--- config.mk ---
export PLATFORM = sky130hd
export DESIGN_NAME = pvalu_div_stage
export DESIGN_NICKNAME = d
export VERILOG_FILES = /design/src/hdl/pvalu_pkg.sv /design/src/hdl/pvalu_div_stage.sv
export SDC_FILE = /design/constraint.sdc
export NUM_CORES = 2
export LEC_CHECK = 0
export BUFFER_PORTS_ARGS = -buffer_cell sky130_fd_sc_hd__buf_2
export CORE_AREA = 4 4 500 502
export DETAILED_ROUTE_END_ITERATION = 6
export DIE_AREA = 0 0 504 506
export PLACE_DENSITY = 0.45
export SYNTH_ARGS = -nofsm -noshare
export SYNTH_HDL_FRONTEND = slang
export SYNTH_SLANG_ARGS = --single-unit
--- constraint.sdc ---
create_clock -name vclk -period 26.9
set_input_delay 4.035 -clock vclk [all_inputs]
set_output_delay 4.035 -clock vclk [all_outputs]
set_load 0.1 [all_outputs]
--- src/hdl/pvalu_pkg.sv ---
// Package with shared types, opcodes and constants for the packed vector ALU.
package pvalu_pkg;

   localparam int LANES = 8;
   localparam int LANE_W = 32;
   localparam int DIV_STEPS = 4;   // quotient bits resolved per divider stage
   localparam int DIV_STAGES = LANE_W / DIV_STEPS;
   localparam logic [LANE_W-1:0] LANE_ONES = 32'hFFFFFFFF;

   typedef logic [LANE_W-1:0] lane_type;
   typedef lane_type [LANES-1:0] vec_type;

   typedef enum logic [3:0] {
      OP_ADD = 4'd0,
      OP_SUB = 4'd1,
      OP_MUL = 4'd2,
      OP_DIV = 4'd3,
      OP_REM = 4'd4,
      OP_AND = 4'd5,
      OP_OR  = 4'd6,
      OP_XOR = 4'd7,
      OP_NOT = 4'd8,
      OP_SHL = 4'd9,
      OP_SHR = 4'd10,
      OP_EQ  = 4'd11
   } op_type;

   // Request word as carried on the input channel.
   typedef struct packed {
      logic [3:0]  req_type;
      logic        b_broadcast;
      logic [63:0] a_lanes_0_1;
      logic [63:0] a_lanes_2_3;
      logic [63:0] a_lanes_4_5;
      logic [63:0] a_lanes_6_7;
      logic [63:0] b_lanes_0_1;
      logic [63:0] b_lanes_2_3;
      logic [63:0] b_lanes_4_5;
      logic [63:0] b_lanes_6_7;
   } req_type_s_type;

   // Response word as carried on the result channel.
   typedef struct packed {
      logic [63:0] r_lanes_0_1;
      logic [63:0] r_lanes_2_3;
      logic [63:0] r_lanes_4_5;
      logic [63:0] r_lanes_6_7;
      logic        all_equal;
      logic        zero_divisor;
   } rsp_type_s_type;

   // Per-item control that travels down the pipeline with the data.
   typedef struct packed {
      logic [3:0] op;
      logic       eq;
      logic       zdiv;
   } ctl_type;

endpackage

--- src/hdl/pvalu_div_stage.sv ---
// One restoring-division stage for all eight lanes, resolving four quotient bits.
module pvalu_div_stage (
   input  pvalu_pkg::vec_type rem_in,
   input  pvalu_pkg::vec_type quo_in,
   input  pvalu_pkg::vec_type dvs_in,
   output pvalu_pkg::vec_type rem_out,
   output pvalu_pkg::vec_type quo_out
);

   // Shift in one dividend bit per step and subtract the divisor when it fits.
   always_comb begin
      logic [pvalu_pkg::LANE_W:0] r;
      logic [pvalu_pkg::LANE_W-1:0] q;
      for (int l = 0; l < pvalu_pkg::LANES; l++) begin
         r = {1'b0, rem_in[l]};
         q = quo_in[l];
         for (int s = 0; s < pvalu_pkg::DIV_STEPS; s++) begin
            r = {r[pvalu_pkg::LANE_W-1:0], q[pvalu_pkg::LANE_W-1]};
            q = {q[pvalu_pkg::LANE_W-2:0], 1'b0};
            if (r >= {1'b0, dvs_in[l]}) begin
               r = r - {1'b0, dvs_in[l]};
               q[0] = 1'b1;
            end
         end
         rem_out[l] = r[pvalu_pkg::LANE_W-1:0];
         quo_out[l] = q;
      end
   end

endmodule

==> run summary <==
Based on the critical path, the design can be clocked at up to 40.5 MHz. The net count of the mapped netlist came out at 10,900. The worst setup path is captured at a primary output.

Setup violations remaining at the end of the flow were counted as 0. The post-synthesis cell count came out at 9,099. The final layout contains routed wiring with a total length of 285,000 µm. The largest fanout on the critical path came out at 51. The worst path needs 24.71 ns of the cycle, external delays included.

The detailed placement HPWL is 250,000 µm. The post-CTS setup buffer count came out at 0. The most numerous cell type found on the critical path is o21ai_0. The count of nets after finishing came out at 11,400.

The total number of sequential cells is 0. The top routing layer in use is met5. The wire length on met3 is 12,300 µm. In this run the cell area measured after placement is 69,900 µm².

The number of global-route vias before repair came out at 67,200. The number of antenna violations at the first check in global routing is 101. The die covers 255,000 µm². Across the whole layout, storage elements account for 0 µm². The tightest min-delay check is of the in -> out type. The global-route wire length before repair is 418,000 µm.

The summed negative setup slack over all endpoints is 0 ns. The number of max-slew violations in the final report is 0. The worst setup path is of the in -> out kind. The count of clock buffers in the final design came out at 0. The first detailed-routing pass took 5 iterations. The floorplan row count came out at 182. The number of warnings printed during yosys synthesis came out at 0. Dividing the synthesized area by the synthesized cell count gives 7.02 µm².

The largest individual stage delay along the critical path comes from the cell o31ai_1. The number of endpoints with negative hold slack in the final report is 0. The growth of design area from synthesis to finish came out at 9.58%. The post-detailed-route via-to-cell ratio is 5.44. Setup repair after global routing left no endpoint under its margin. The number of routed nets with antenna violations is 0.

The post-route DRC violation count came out at 0. With fillers left out, the area of the finished cells amounts to 70,000 µm². The distinct cell type count of the synthesized netlist is 106.

From bottom edge to top edge, the die measures 506 µm. The routability congestion estimate from global placement came out at 0.954. The required time of the worst setup path is 22.86 ns.

The total routing usage reported by global routing came out at 20.8%. The largest single stage delay on the critical path is 0.74 ns. The number of buffer cells added on primary ports came out at 832. Max-cap violations in this run came to 0.

The mapped cell area is 63,900 µm². The post-cts gate resize count is 0. Once the floorplan was initialized, standard cells occupied 26.0% of the core. Measured along the x axis, the die boundary spans 504 µm. The detailed-routed wire length on met2 is 135,000 µm. The worst setup path is launched from an input port.

Cells with a size suffix above 1 make up 15.2% of the layout. The aggregate global routing overflow is 0. After detailed routing, the average wire length per cell comes to 22.2 µm. In this run, the number of DRC markers left after iteration 0 of detailed routing was 4,916. Sequential cells were found to cover 0% of the synthesized design area. The relative slew slack is 22.9%. The pin count of the biggest net entering global routing is 52. In the finished design, the share of the clock period the worst path needs comes to 91.9%. The number of buffers added to fix hold violations after cts is 0. The detailed router placed 69,600 vias in this run.

The region available for standard cell placement spans 245,000 µm². The flow ran to the end, and the final reports show no timing, DRC or antenna violations. The I/O pin total came out at 1,280. After detailed routing, the wire length on met1 is 125,000 µm. The arrival time of the worst setup path came out at 20.68 ns.

The transition at the pin with the smallest max-transition slack came out at 1.15 ns.
## path summary, 6_finish.rpt
kind   startpoint            to  cells past startpoint
max     dvs_in[1]   rem_out[29]                     56
min   quo_in[104]  quo_out[108]                      0
## per-layer routing
| layer | up-vias | global-route usage (%) |
|---|---|---|
| met5 | - | 0 |
| met4 | 30 | 7.46 |
| met3 | 461 | 1.67 |
| met2 | 1883 | 36.7 |
| met1 | 33000 | 26.4 |
| li1 | 34300 | - |
## cells in the mapped netlist (60+ instances only)
library cell  number  area (µm²)
ha_1            1024       12800
a21oi_1          932        4660
nand2_1          703        2640
inv_1            646        2420
nor2_1           624        2340
o21ai_0          602        3010
xnor2_1          558        4890
a21o_1           452        3390
mux2_2           417        4700
xor2_1           262        2290
buf_4            233        1750
nand3_1          194         971
nor3_1           173         866
o21a_1           157        1180
nand2b_1         137         857
nand4_1          132         826
nor2b_1          125         782
o21bai_1         121         908
clkbuf_1         111         417
a31oi_1           94         588
mux2i_1           90         901
a211oi_1          82         616
and3_1            78         488
o221ai_1          68         596
or3_1             64         400
buf_2             60         300
o31ai_1           60         450
## logic make-up after synthesis
logic type | synth area share (%)
AO/OA/AOI/OAI | 31.2
XOR/XNOR | 11.2
adder cells (fa/ha/maj) | 21.1
buffers and inverters | 7.97
multiplexers | 9.89
AND/OR/NAND/NOR | 18.6
## placed cells by master (no fill, tap or decap), types with 36 or more instances in the layout
| cell type | n |
|---|---|
| diode_2 | 39 |
| ha_1 | 1024 |
| a21boi_0 | 42 |
| o21ai_0 | 602 |
| a211o_1 | 36 |
| xor2_1 | 262 |
| and3_1 | 78 |
| o21bai_1 | 121 |
| buf_2 | 832 |
| nor2b_1 | 125 |
| o21a_1 | 157 |
| nor2_1 | 622 |
| mux2_1 | 56 |
| nand2b_1 | 136 |
| or2_2 | 55 |
| nor4_1 | 42 |
| o221ai_1 | 68 |
| o211ai_1 | 56 |
| and2_1 | 38 |
| mux2i_1 | 88 |
| a21oi_1 | 932 |
| a211oi_1 | 82 |
| or3_1 | 64 |
| a21o_1 | 452 |
| nand2_1 | 702 |
| buf_4 | 41 |
| nand4_1 | 132 |
| nor3_1 | 173 |
| inv_1 | 646 |
| mux2_2 | 417 |
| a31oi_1 | 93 |
| o31ai_1 | 60 |
| nand3_1 | 193 |
| xnor2_1 | 558 |
## cell type report
type	count	area, µm²
diodes	39	97.6
fillers	27100	175000
inverters	666	2500
multi-input cells	8003	58900
well taps	3220	4030
repair buffers	873	4470
## critical path: cells and delay by family
kind,cells,cell delay [ns]
AOI/OAI and AO/OA,30,8.96
adders and majority gates,4,1.23
buffers and inverters,9,2.17
and+or+nand+nor,13,4.15
## metrics by stage
step,worst slack (ns),cells,util [%],hold WS [ns]
after floorplan,3.01,9099,-,8.28
after global placement,2.08,12800,28.5,8.07
after detailed placement,2.19,12800,28.5,8.07
after CTS,2.10,12800,28.5,8.07
after global routing,1.11,12800,28.5,8.07
final,2.19,12800,28.5,8.07
